===== src/ckam_pkg.sv =====
// ----------------------------------------------------------------------------
// ckam_pkg
// Shared types and constants of the chroma key alpha mask core.
// ----------------------------------------------------------------------------
package ckam_pkg;

	localparam int PIX_W      = 8;
	localparam int HUE_REG_W  = 15;
	localparam int SV_REG_W   = 9;
	localparam int CFG_IDX_W  = 4;
	localparam int CFG_DATA_W = 15;

	localparam logic [CFG_IDX_W-1:0] REG_KHL = 4'd0;
	localparam logic [CFG_IDX_W-1:0] REG_KHH = 4'd1;
	localparam logic [CFG_IDX_W-1:0] REG_KSL = 4'd2;
	localparam logic [CFG_IDX_W-1:0] REG_KSH = 4'd3;
	localparam logic [CFG_IDX_W-1:0] REG_KVL = 4'd4;
	localparam logic [CFG_IDX_W-1:0] REG_KVH = 4'd5;
	localparam logic [CFG_IDX_W-1:0] REG_SHL = 4'd6;
	localparam logic [CFG_IDX_W-1:0] REG_SHH = 4'd7;

	localparam logic [HUE_REG_W-1:0] RST_KHL = 15'd5120;
	localparam logic [HUE_REG_W-1:0] RST_KHH = 15'd10240;
	localparam logic [SV_REG_W-1:0]  RST_KSL = 9'd77;
	localparam logic [SV_REG_W-1:0]  RST_KSH = 9'd256;
	localparam logic [SV_REG_W-1:0]  RST_KVL = 9'd77;
	localparam logic [SV_REG_W-1:0]  RST_KVH = 9'd256;
	localparam logic [HUE_REG_W-1:0] RST_SHL = 15'd3840;
	localparam logic [HUE_REG_W-1:0] RST_SHH = 15'd11520;

	typedef struct packed {
		logic [PIX_W-1:0] blue;
		logic [PIX_W-1:0] green;
		logic [PIX_W-1:0] red;
	} pixel_t;

	typedef struct packed {
		logic [HUE_REG_W-1:0] khl;
		logic [HUE_REG_W-1:0] khh;
		logic [SV_REG_W-1:0]  ksl;
		logic [SV_REG_W-1:0]  ksh;
		logic [SV_REG_W-1:0]  kvl;
		logic [SV_REG_W-1:0]  kvh;
		logic [HUE_REG_W-1:0] shl;
		logic [HUE_REG_W-1:0] shh;
	} key_cfg_t;

	typedef enum logic [1:0] {
		SEC_RED,
		SEC_GREEN,
		SEC_BLUE
	} hue_sector_t;

	typedef enum logic [1:0] {
		ALPHA_KEY,
		ALPHA_RAMP,
		ALPHA_OPAQUE
	} alpha_sel_t;

endpackage


===== src/chroma_key_alpha_mask_core.sv =====
// ----------------------------------------------------------------------------
// chroma_key_alpha_mask_core
// HSV chroma key: passes each RGB pixel through with a key alpha byte.
// ----------------------------------------------------------------------------
// Pixels enter on the s_ stream, one beat per pixel, and leave on the m_
// stream with red, green, blue unchanged and an alpha byte: 0 inside the
// hard hue/sat/value window, a linear ramp on the distance from the window
// centre inside the soft hue band, 255 elsewhere.
// Key bounds are written through cfg_we/cfg_index/cfg_data; the user must
// write them only while the stream is idle, as the block does not enforce
// it. Indexes outside the register list are ignored. Throughput is one
// pixel per clock while the receiver takes each beat. The latency is set
// by the two bit-per-stage dividers (hue/saturation, then ramp) plus the
// compare and output stages; QW, the quotient width of the hue divider,
// is the max of 8 and clog2(60*2^HUE_FRAC_BITS + 1).
// Reset clears all valid bits and loads the default key bounds.
// When the receiver stalls, the whole pipeline holds in place and s_tready
// drops until the output beat is taken; no beat is lost or repeated.
// ----------------------------------------------------------------------------
module chroma_key_alpha_mask_core import ckam_pkg::*; #(
	parameter int HUE_FRAC_BITS = 6
) (
	input  logic                  clk,
	input  logic                  arst_n,
	input  logic                  s_tvalid,
	output logic                  s_tready,
	input  logic [23:0]           s_tdata,   // red_in, green_in, blue_in
	output logic                  m_tvalid,
	input  logic                  m_tready,
	output logic [31:0]           m_tdata,   // red_out, green_out, blue_out, alpha_out
	input  logic                  cfg_we,
	input  logic [CFG_IDX_W-1:0]  cfg_index,
	input  logic [CFG_DATA_W-1:0] cfg_data
);

	localparam int HUE_W = $clog2(360 << HUE_FRAC_BITS);

	key_cfg_t cfg_q;

	always_ff @(posedge clk or negedge arst_n) begin
		if (!arst_n) begin
			cfg_q.khl <= RST_KHL;
			cfg_q.khh <= RST_KHH;
			cfg_q.ksl <= RST_KSL;
			cfg_q.ksh <= RST_KSH;
			cfg_q.kvl <= RST_KVL;
			cfg_q.kvh <= RST_KVH;
			cfg_q.shl <= RST_SHL;
			cfg_q.shh <= RST_SHH;
		end else if (cfg_we) begin
			case (cfg_index)
				REG_KHL: cfg_q.khl <= cfg_data[HUE_REG_W-1:0];
				REG_KHH: cfg_q.khh <= cfg_data[HUE_REG_W-1:0];
				REG_KSL: cfg_q.ksl <= cfg_data[SV_REG_W-1:0];
				REG_KSH: cfg_q.ksh <= cfg_data[SV_REG_W-1:0];
				REG_KVL: cfg_q.kvl <= cfg_data[SV_REG_W-1:0];
				REG_KVH: cfg_q.kvh <= cfg_data[SV_REG_W-1:0];
				REG_SHL: cfg_q.shl <= cfg_data[HUE_REG_W-1:0];
				REG_SHH: cfg_q.shh <= cfg_data[HUE_REG_W-1:0];
				default: ;
			endcase
		end
	end

	logic en;
	logic m_valid_q;

	assign en       = !m_valid_q || m_tready;
	assign s_tready = en;

	logic             hsv_vld;
	logic [HUE_W-1:0] hue;
	logic [PIX_W-1:0] sat, val;
	pixel_t           hsv_pix;

	ckam_hsv #(.HUE_FRAC_BITS(HUE_FRAC_BITS), .HUE_W(HUE_W)) u_hsv (
		.clk      (clk),
		.arst_n   (arst_n),
		.en       (en),
		.in_valid (s_tvalid),
		.pix_in   (pixel_t'(s_tdata)),
		.out_valid(hsv_vld),
		.hue      (hue),
		.sat      (sat),
		.val      (val),
		.pix_out  (hsv_pix)
	);

	logic             a_vld;
	logic [PIX_W-1:0] alpha;
	pixel_t           a_pix;

	ckam_alpha #(.HUE_W(HUE_W)) u_alpha (
		.clk      (clk),
		.arst_n   (arst_n),
		.en       (en),
		.in_valid (hsv_vld),
		.hue      (hue),
		.sat      (sat),
		.val      (val),
		.pix_in   (hsv_pix),
		.cfg      (cfg_q),
		.out_valid(a_vld),
		.alpha    (alpha),
		.pix_out  (a_pix)
	);

	logic [31:0] m_data_q;

	always_ff @(posedge clk or negedge arst_n) begin
		if (!arst_n) begin
			m_valid_q <= 1'b0;
		end else if (en) begin
			m_valid_q <= a_vld;
		end
	end

	always_ff @(posedge clk) begin
		if (en) begin
			m_data_q <= {alpha, a_pix};
		end
	end

	assign m_tvalid = m_valid_q;
	assign m_tdata  = m_data_q;

	a_stall_hold: assert property (@(posedge clk) disable iff (!arst_n)
		(m_tvalid && !m_tready) |-> !s_tready)
		else $error("input taken while output beat stalled");
	a_stall_keep: assert property (@(posedge clk) disable iff (!arst_n)
		(m_tvalid && !m_tready) |=> m_tvalid)
		else $error("stalled output beat dropped");
	a_cfg_stable: assert property (@(posedge clk) disable iff (!arst_n)
		!cfg_we |=> $stable(cfg_q))
		else $error("key bounds changed without a write");

endmodule


===== src/ckam_pipe_div.sv =====
// ----------------------------------------------------------------------------
// ckam_pipe_div
// Pipelined restoring divider, one quotient bit per register stage.
// ----------------------------------------------------------------------------
module ckam_pipe_div #(
	parameter int NW = 16,
	parameter int DW = 8,
	parameter int QW = 8,
	parameter int PW = 8
) (
	input  logic          clk,
	input  logic          arst_n,
	input  logic          en,
	input  logic          in_valid,
	input  logic [NW-1:0] num,
	input  logic [DW-1:0] den,
	input  logic [PW-1:0] pay_in,
	output logic          out_valid,
	output logic [QW-1:0] quo,
	output logic [PW-1:0] pay_out
);

	localparam int WW = NW + DW + QW;

	logic          vld_s [QW];
	logic [NW-1:0] rem_s [QW];
	logic [DW-1:0] den_s [QW];
	logic [QW-1:0] quo_s [QW];
	logic [PW-1:0] pay_s [QW];

	for (genvar k = 0; k < QW; k++) begin : g_stage
		logic          vin;
		logic [NW-1:0] rin;
		logic [DW-1:0] din;
		logic [QW-1:0] qin;
		logic [PW-1:0] pin;
		logic [WW-1:0] trial;
		logic          take;

		if (k == 0) begin : g_head
			assign vin = in_valid;
			assign rin = num;
			assign din = den;
			assign qin = '0;
			assign pin = pay_in;
		end else begin : g_body
			assign vin = vld_s[k-1];
			assign rin = rem_s[k-1];
			assign din = den_s[k-1];
			assign qin = quo_s[k-1];
			assign pin = pay_s[k-1];
		end

		assign trial = WW'(din) << (QW - 1 - k);
		assign take  = WW'(rin) >= trial;

		always_ff @(posedge clk or negedge arst_n) begin
			if (!arst_n) begin
				vld_s[k] <= 1'b0;
			end else if (en) begin
				vld_s[k] <= vin;
			end
		end

		always_ff @(posedge clk) begin
			if (en) begin
				rem_s[k] <= take ? NW'(WW'(rin) - trial) : rin;
				den_s[k] <= din;
				quo_s[k] <= (qin << 1) | QW'(take);
				pay_s[k] <= pin;
			end
		end
	end

	assign out_valid = vld_s[QW-1];
	assign quo       = quo_s[QW-1];
	assign pay_out   = pay_s[QW-1];

endmodule


===== src/ckam_hsv.sv =====
// ----------------------------------------------------------------------------
// ckam_hsv
// RGB to fixed point HSV: extremes, numerators, two dividers, hue wrap.
// ----------------------------------------------------------------------------
module ckam_hsv import ckam_pkg::*; #(
	parameter int HUE_FRAC_BITS = 6,
	parameter int HUE_W         = $clog2(360 << HUE_FRAC_BITS)
) (
	input  logic             clk,
	input  logic             arst_n,
	input  logic             en,
	input  logic             in_valid,
	input  pixel_t           pix_in,
	output logic             out_valid,
	output logic [HUE_W-1:0] hue,
	output logic [PIX_W-1:0] sat,
	output logic [PIX_W-1:0] val,
	output pixel_t           pix_out
);

	localparam int SIXTY = 60 << HUE_FRAC_BITS;
	localparam int HNW   = $clog2(SIXTY * 255 + 128);
	localparam int HQW   = $clog2(SIXTY + 1);
	localparam int QW    = (HQW > PIX_W) ? HQW : PIX_W;
	localparam int SNW   = 16;
	localparam int HPW   = $bits(pixel_t) + 3;
	localparam int HSW   = HUE_W + 2;

	// extremes and sector
	logic [PIX_W-1:0] mx, mn;
	hue_sector_t      sec;
	logic signed [PIX_W:0] nsig;

	always_comb begin
		mx = pix_in.red;
		mn = pix_in.red;
		if (pix_in.green > mx) mx = pix_in.green;
		if (pix_in.blue > mx)  mx = pix_in.blue;
		if (pix_in.green < mn) mn = pix_in.green;
		if (pix_in.blue < mn)  mn = pix_in.blue;
		priority if (pix_in.red == mx) begin
			sec  = SEC_RED;
			nsig = $signed({1'b0, pix_in.green}) - $signed({1'b0, pix_in.blue});
		end else if (pix_in.green == mx) begin
			sec  = SEC_GREEN;
			nsig = $signed({1'b0, pix_in.blue}) - $signed({1'b0, pix_in.red});
		end else begin
			sec  = SEC_BLUE;
			nsig = $signed({1'b0, pix_in.red}) - $signed({1'b0, pix_in.green});
		end
	end

	logic             vld_s1;
	pixel_t           pix_s1;
	logic [PIX_W-1:0] mx_s1, d_s1, nabs_s1;
	hue_sector_t      sec_s1;
	logic             neg_s1;

	always_ff @(posedge clk or negedge arst_n) begin
		if (!arst_n) begin
			vld_s1 <= 1'b0;
		end else if (en) begin
			vld_s1 <= in_valid;
		end
	end

	always_ff @(posedge clk) begin
		if (en) begin
			pix_s1  <= pix_in;
			mx_s1   <= mx;
			d_s1    <= mx - mn;
			sec_s1  <= sec;
			neg_s1  <= nsig[PIX_W];
			nabs_s1 <= nsig[PIX_W] ? PIX_W'(-nsig) : PIX_W'(nsig);
		end
	end

	// numerators and divisors
	logic             vld_s2;
	pixel_t           pix_s2;
	logic [HNW-1:0]   hnum_s2;
	logic [PIX_W-1:0] hden_s2, sden_s2, mx_s2;
	logic [SNW-1:0]   snum_s2;
	hue_sector_t      sec_s2;
	logic             neg_s2;

	always_ff @(posedge clk or negedge arst_n) begin
		if (!arst_n) begin
			vld_s2 <= 1'b0;
		end else if (en) begin
			vld_s2 <= vld_s1;
		end
	end

	always_ff @(posedge clk) begin
		if (en) begin
			pix_s2  <= pix_s1;
			hnum_s2 <= HNW'(SIXTY) * HNW'(nabs_s1) + HNW'(d_s1 >> 1);
			hden_s2 <= (d_s1 == '0) ? PIX_W'(1) : d_s1;
			snum_s2 <= SNW'(255) * SNW'(d_s1) + SNW'(mx_s1 >> 1);
			sden_s2 <= (mx_s1 == '0) ? PIX_W'(1) : mx_s1;
			mx_s2   <= mx_s1;
			sec_s2  <= sec_s1;
			neg_s2  <= neg_s1;
		end
	end

	logic             hvld, svld;
	logic [QW-1:0]    hquo, squo;
	logic [HPW-1:0]   hpay;
	logic [PIX_W-1:0] spay;

	ckam_pipe_div #(.NW(HNW), .DW(PIX_W), .QW(QW), .PW(HPW)) u_hue_div (
		.clk      (clk),
		.arst_n   (arst_n),
		.en       (en),
		.in_valid (vld_s2),
		.num      (hnum_s2),
		.den      (hden_s2),
		.pay_in   ({pix_s2, sec_s2, neg_s2}),
		.out_valid(hvld),
		.quo      (hquo),
		.pay_out  (hpay)
	);

	ckam_pipe_div #(.NW(SNW), .DW(PIX_W), .QW(QW), .PW(PIX_W)) u_sat_div (
		.clk      (clk),
		.arst_n   (arst_n),
		.en       (en),
		.in_valid (vld_s2),
		.num      (snum_s2),
		.den      (sden_s2),
		.pay_in   (mx_s2),
		.out_valid(svld),
		.quo      (squo),
		.pay_out  (spay)
	);

	// hue from sector base and signed offset
	hue_sector_t           hsec;
	logic signed [HSW-1:0] base, mag, hsum;

	always_comb begin
		hsec = hue_sector_t'(hpay[2:1]);
		unique case (hsec)
			SEC_RED:   base = '0;
			SEC_GREEN: base = HSW'(2 * SIXTY);
			SEC_BLUE:  base = HSW'(4 * SIXTY);
			default:   base = '0;
		endcase
		mag  = $signed(HSW'(hquo));
		hsum = hpay[0] ? base - mag : base + mag;
		if (hsum < 0) hsum = hsum + HSW'(6 * SIXTY);
	end

	logic             vld_s3;
	logic [HUE_W-1:0] hue_s3;
	logic [PIX_W-1:0] sat_s3, val_s3;
	pixel_t           pix_s3;

	always_ff @(posedge clk or negedge arst_n) begin
		if (!arst_n) begin
			vld_s3 <= 1'b0;
		end else if (en) begin
			vld_s3 <= hvld;
		end
	end

	always_ff @(posedge clk) begin
		if (en) begin
			hue_s3 <= hsum[HUE_W-1:0];
			sat_s3 <= squo[PIX_W-1:0];
			val_s3 <= spay;
			pix_s3 <= hpay[HPW-1:3];
		end
	end

	assign out_valid = vld_s3;
	assign hue       = hue_s3;
	assign sat       = sat_s3;
	assign val       = val_s3;
	assign pix_out   = pix_s3;

	a_div_align: assert property (@(posedge clk) disable iff (!arst_n) hvld == svld)
		else $error("hue and saturation dividers out of step");
	a_sat_range: assert property (@(posedge clk) disable iff (!arst_n)
		svld |-> (squo >> PIX_W) == '0)
		else $error("saturation quotient above 255");
	a_hue_mag: assert property (@(posedge clk) disable iff (!arst_n)
		hvld |-> hquo <= QW'(SIXTY))
		else $error("hue offset beyond sixty degrees");

endmodule


===== src/ckam_alpha.sv =====
// ----------------------------------------------------------------------------
// ckam_alpha
// Key window compare, ramp numerator and divisor, pipelined ramp divide, alpha select.
// ----------------------------------------------------------------------------
module ckam_alpha import ckam_pkg::*; #(
	parameter int HUE_W = 15
) (
	input  logic             clk,
	input  logic             arst_n,
	input  logic             en,
	input  logic             in_valid,
	input  logic [HUE_W-1:0] hue,
	input  logic [PIX_W-1:0] sat,
	input  logic [PIX_W-1:0] val,
	input  pixel_t           pix_in,
	input  key_cfg_t         cfg,
	output logic             out_valid,
	output logic [PIX_W-1:0] alpha,
	output pixel_t           pix_out
);

	localparam int NUMW = (HUE_W > HUE_REG_W) ? HUE_W : HUE_REG_W;
	localparam int RNW  = NUMW + 8;
	localparam int DENW = HUE_REG_W + 2;
	localparam int APW  = $bits(pixel_t) + 2;

	logic [NUMW-1:0]        hue_e, mid_e, khl_e, khh_e, shl_e, shh_e;
	logic [HUE_REG_W:0]     msum;
	logic                   key, in_band, ge;
	logic signed [DENW-1:0] den;
	logic [NUMW-1:0]        num;
	alpha_sel_t             sel;

	always_comb begin
		msum    = {1'b0, cfg.khl} + {1'b0, cfg.khh};
		hue_e   = NUMW'(hue);
		mid_e   = NUMW'(msum[HUE_REG_W:1]);
		khl_e   = NUMW'(cfg.khl);
		khh_e   = NUMW'(cfg.khh);
		shl_e   = NUMW'(cfg.shl);
		shh_e   = NUMW'(cfg.shh);
		key     = hue_e > khl_e && hue_e < khh_e &&
			{1'b0, sat} > cfg.ksl && {1'b0, sat} < cfg.ksh &&
			{1'b0, val} > cfg.kvl && {1'b0, val} < cfg.kvh;
		in_band = hue_e > shl_e && hue_e < shh_e;
		ge      = hue_e >= mid_e;
		if (ge) begin
			num = hue_e - mid_e;
			den = $signed({2'b0, cfg.shh}) - $signed({2'b0, msum[HUE_REG_W:1]});
		end else begin
			num = mid_e - hue_e;
			den = $signed({2'b0, msum[HUE_REG_W:1]}) - $signed({2'b0, cfg.shl});
		end
		priority if (key) sel = ALPHA_KEY;
		else if (in_band) sel = ALPHA_RAMP;
		else              sel = ALPHA_OPAQUE;
	end

	logic                   vld_s1;
	alpha_sel_t             sel_s1;
	logic [NUMW-1:0]        num_s1;
	logic signed [DENW-1:0] den_s1;
	pixel_t                 pix_s1;

	always_ff @(posedge clk or negedge arst_n) begin
		if (!arst_n) begin
			vld_s1 <= 1'b0;
		end else if (en) begin
			vld_s1 <= in_valid;
		end
	end

	always_ff @(posedge clk) begin
		if (en) begin
			sel_s1 <= sel;
			num_s1 <= num;
			den_s1 <= den;
			pix_s1 <= pix_in;
		end
	end

	// scaled numerator and saturation check
	logic [RNW-1:0] prod;
	logic           den_bad, big, ramp_ok;

	always_comb begin
		prod    = RNW'(255) * RNW'(num_s1);
		den_bad = den_s1 <= 0;
		big     = prod >= (RNW'(den_s1[HUE_REG_W-1:0]) << 8);
		ramp_ok = sel_s1 == ALPHA_RAMP && !den_bad && !big;
	end

	logic                 vld_s2;
	alpha_sel_t           sel_s2;
	logic [RNW-1:0]       rnum_s2;
	logic [HUE_REG_W-1:0] rden_s2;
	pixel_t               pix_s2;

	always_ff @(posedge clk or negedge arst_n) begin
		if (!arst_n) begin
			vld_s2 <= 1'b0;
		end else if (en) begin
			vld_s2 <= vld_s1;
		end
	end

	always_ff @(posedge clk) begin
		if (en) begin
			sel_s2  <= (sel_s1 == ALPHA_RAMP && !ramp_ok) ? ALPHA_OPAQUE : sel_s1;
			rnum_s2 <= ramp_ok ? prod : '0;
			rden_s2 <= ramp_ok ? den_s1[HUE_REG_W-1:0] : HUE_REG_W'(1);
			pix_s2  <= pix_s1;
		end
	end

	logic             dvld;
	logic [PIX_W-1:0] dquo;
	logic [APW-1:0]   dpay;
	alpha_sel_t       dsel;

	ckam_pipe_div #(.NW(RNW), .DW(HUE_REG_W), .QW(PIX_W), .PW(APW)) u_ramp_div (
		.clk      (clk),
		.arst_n   (arst_n),
		.en       (en),
		.in_valid (vld_s2),
		.num      (rnum_s2),
		.den      (rden_s2),
		.pay_in   ({pix_s2, sel_s2}),
		.out_valid(dvld),
		.quo      (dquo),
		.pay_out  (dpay)
	);

	always_comb begin
		dsel = alpha_sel_t'(dpay[1:0]);
		unique case (dsel)
			ALPHA_KEY:    alpha = '0;
			ALPHA_RAMP:   alpha = dquo;
			ALPHA_OPAQUE: alpha = '1;
			default:      alpha = '1;
		endcase
	end

	assign out_valid = dvld;
	assign pix_out   = dpay[APW-1:2];

endmodule

===== config.mk =====
export PLATFORM = sky130hd
export DESIGN_NAME = chroma_key_alpha_mask_core
export DESIGN_NICKNAME = d
export VERILOG_FILES = /design/src/ckam_pkg.sv /design/src/chroma_key_alpha_mask_core.sv /design/src/ckam_pipe_div.sv /design/src/ckam_hsv.sv /design/src/ckam_alpha.sv
export SDC_FILE = /design/constraint.sdc
export NUM_CORES = 2
export LEC_CHECK = 0
export ABC_AREA = 1
export BUFFER_PORTS_ARGS = -buffer_cell sky130_fd_sc_hd__buf_2
export CAP_MARGIN = 20
export CORE_AREA = 2 2 442 444
export DETAILED_ROUTE_END_ITERATION = 7
export DIE_AREA = 0 0 444 446
export HOLD_SLACK_MARGIN = 0.15
export PLACE_DENSITY = 0.65
export SKIP_CTS_REPAIR_TIMING = 1
export SLEW_MARGIN = 20
export SYNTH_ARGS = -nofsm -noshare
export SYNTH_HDL_FRONTEND = slang
export SYNTH_SLANG_ARGS = --single-unit

===== constraint.sdc =====
create_clock -name clk -period 65.4 [get_ports clk]
set_clock_uncertainty 0.2 [all_clocks]
set_input_delay 3.27 -clock clk [delete_from_list [all_inputs] [get_ports clk]]
set_output_delay 3.27 -clock clk [all_outputs]
set_load 0.02 [all_outputs]

==> reports/qor.yml <==
layout:
  final_nets: 8763
  drive_gt1_frac: 0.0645
  multiInputGateArea_mm2: 0.0298
  area_delta_synth_final_pct: 10.7
  seq_area_mm2: 0.0618
  nFillCells: 15800
clock_tree:
  worstSkewPairLatency_ps: 850
  cts_root_buf: "clkbuf_16"
  clockBufferDepth: 3
  numCtsBuffers: 209
  htreeDepth: 4
  path_clk_slew_ps: 70
  cts_sinks: 2079
  cts_tree: "done"
run:
  maxCapViolCount: 0
worst_setup_path:
  crit_fanout: 12
  cp-start-kind: "input pin"
  reg2reg_slack_ps: 58380
  cpPeakStageDelay_ps: 630
  cp-end-kind: "flop"
  critical_path_class: "in -> reg"
  cp_data_required_time_ps: 65820
  slowest_stage: "a21boi_2"
  r2r-start: "u_alpha.num_s1[5]"
  arrival_ps: 8900
  crit_family: "simple AND/OR/NAND/NOR gates"
  rr_endpoint: "u_alpha.rden_s2[0]"
  cp_common_cell: "nand2_1"
  rr_worst_depth: 28
  cp_num_buf_inv: 4
yosys:
  synth_area_leaders: "edfxtp_1 61%, ha_1 8.3%, inv_1 4.3%"
  synth_edf_count: 1957
  syn-cell-area_mm2: 0.0963
  synth_cell_types: 68
  synthFlopType: "edfxtp_1"
  synth_seq_cells: 2079
  ys_seq_area_frac: 0.642
  async_reset_ff_frac: 0.0587
  synth_top_cell_area_share: 0.610
  syn_area_per_cell_um2: 12.5
  yosysWarnings: 0
  syn_nets: 8540
  synth_top_area_cell: "edfxtp_1"
  synth_cells: 7702
routing:
  drt_first_pass_iters: 5
  first_iter_violations: 3711
  postRouteAntennaNets: 0
  vias: 55000
  viasPerCell: 5.17
  wl_mm: 185
  post-route-drc-count: 0
  wl_per_cell_um: 17.4
sta:
  relSlewSlack: 0.232
  fmax_ghz: 0.118
  setup_tns_ps: 0
  worst_pin_slew_ps: 1150
  fin_crit_sh: 0.130
  slew_violations: 0
  hold_viol: 0
  rsz0062_at_grt: "no"
  worst_slack_ps: 56910
  fin_crit_ps: 8490
  finalSetupViolCount: 0
floorplanning:
  initial_utilization: 0.497
  core_area_mm2: 0.194
  die_x_um: 444
  die_h_um: 446
  rows: 162
  pin_count: 82
  die_area_mm2: 0.198
global_route:
  grt_pass1_wl_mm: 297
  top_usage_layer: "met2"
  grt_usage: 0.190
  met3_usage: 0.0255
  grt_pass1_vias: 54900
  met2_usage: 0.327
  grt_overflow: 0
  grt_use_met1: 0.250
  antenna_found_initial: 4
  grt_max_degree: 171
placement:
  dpl.hpwl_mm: 136
  place_ws_ps: 56100
  gp_congestion: 0.867
  port_buffers: 81
worst_hold_path:
  holdCritStartpoint: "u_alpha.u_ramp_div.pay_s[0][32]"
  min_path_cells: 0
  min_path_type: "reg -> reg"
  min_to: "u_alpha.u_ramp_div.pay_s[0][58]"
run_status:
  status: "complete, no violations"
-- worst register-to-register path, delay by kind of cell, from the launching register on --
kind | cells | cell delay, ps
compound gates | 8 | 1470
xor+xnor | 1 | 300
fa+ha+maj | 6 | 2820
buf+inv | 6 | 650
flops | 1 | 460
simple gates | 7 | 830
-- sequential cells by signal, indices dropped and copies added, names as in the netlist, 19 cells and up --
signal	flops
u_alpha.u_ramp_div.quo_s	36
u_alpha.u_ramp_div.den_s	105
u_hsv.pix_s1	24
u_hsv.pix_s2	24
u_alpha.u_ramp_div.pay_s	208
u_hsv.u_hue_div.den_s	88
u_hsv.u_sat_div.quo_s	36
u_hsv.u_hue_div.quo_s	78
u_alpha.u_ramp_div.rem_s	161
u_alpha.pix_s1	24
m_tdata	32
u_hsv.pix_out	24
u_hsv.u_hue_div.pay_s	324
u_hsv.u_sat_div.rem_s	176
u_hsv.hnum_s2	19
u_alpha.pix_s2	24
u_hsv.u_sat_div.den_s	88
u_hsv.u_hue_div.rem_s	216
u_hsv.u_sat_div.pay_s	96
u_alpha.rnum_s2	23
cfg_q	96
-- routing by layer --
metal  vias to the layer above  routed length [µm]
met5                         -                  10
met4                         2                5320
met3                       266                5980
met2                       847               91900
met1                     26600               82300
li1                      27300                   -
-- per-stage QoR --
step | util | hold WS, ps | instances | cell area (µm²)
after global routing | 0.551 | 181 | 10600 | 107000
after CTS | 0.550 | 165 | 10600 | 107000
after global placement | 0.515 | 200 | 10300 | 99700
after floorplan | - | 200 | 7702 | 96300
final | 0.551 | 173 | 10600 | 107000
after detailed placement | 0.515 | 205 | 10300 | 99700
-- cell families after synthesis --
| logic type | synth area share |
|---|---|
| AOI/OAI and AO/OA | 0.0687 |
| xor gates and xnor gates | 0.0378 |
| adders and majority gates | 0.114 |
| buffers and inverters | 0.0485 |
| DFF | 0.642 |
| muxes | 0.00221 |
| and+or+nand+nor | 0.0861 |
-- cells in the mapped netlist (all sizes together) (12+ instances only) --
cell type / n
a21oi: 528
o21bai: 33
xnor2: 156
o21a: 13
nand3b: 12
fa: 150
ha: 640
nand3: 192
clkbuf: 87
or2: 13
a21o: 18
nand4: 68
a31oi: 20
nor2: 474
xor2: 260
dfstp: 22
edfxtp: 1957
buf: 21
nand2: 1051
a211oi: 26
inv: 1115
nor4: 59
a21boi: 21
o21ai: 458
dfrtp: 100
mux2: 18
nor3: 84
o211ai: 19
-- layout make-up --
type | instances | area share
diodes | 2 | 0.0000469
clock buffers | 254 | 0.0510
clock inverters | 131 | 0.0129
inverters | 1118 | 0.0394
multi-input cells | 4397 | 0.280
flip-flops and latches | 2079 | 0.580
well taps | 2542 | 0.0298
repair buffers | 120 | 0.00688
-- worst max-delay path by stage --
stage | start | endpoint | cells past startpoint
2_1_floorplan | m_tready | u_alpha.u_ramp_div.g_stage[1].vin | 4
3_3_place_gp | s_tdata[14] | u_hsv.d_s1[7] | 30
3_5_place_dp | s_tdata[14] | u_hsv.d_s1[7] | 30
4_1_cts | s_tdata[14] | u_hsv.nabs_s1[4] | 32
5_1_grt | s_tdata[14] | u_hsv.nabs_s1[4] | 32
6_report | s_tdata[14] | u_hsv.nabs_s1[4] | 32
-- placed cells by master, fill, tap and decap left out, types with 19 or more instances in the layout --
master / n
o21ai_1: 24
dfstp_2: 22
clkinv_1: 44
a21oi_1: 526
xnor2_1: 156
xor2_1: 260
a31oi_1: 20
nand3_1: 183
dfrtp_1: 100
nor3_1: 84
nor4_1: 59
edfxtp_1: 1957
nor2_1: 469
buf_2: 80
a211oi_1: 26
clkbuf_1: 42
clkinv_2: 36
o211ai_1: 19
clkbuf_16: 210
o21bai_1: 33
inv_1: 1113
ha_1: 640
buf_4: 36
fa_1: 150
bufinv_16: 19
nand2_1: 1034
nand4_1: 66
o21ai_0: 432
Power is not shown: default switching activity piles up to over one toggle a cycle in this logic, so the estimate is an artifact.
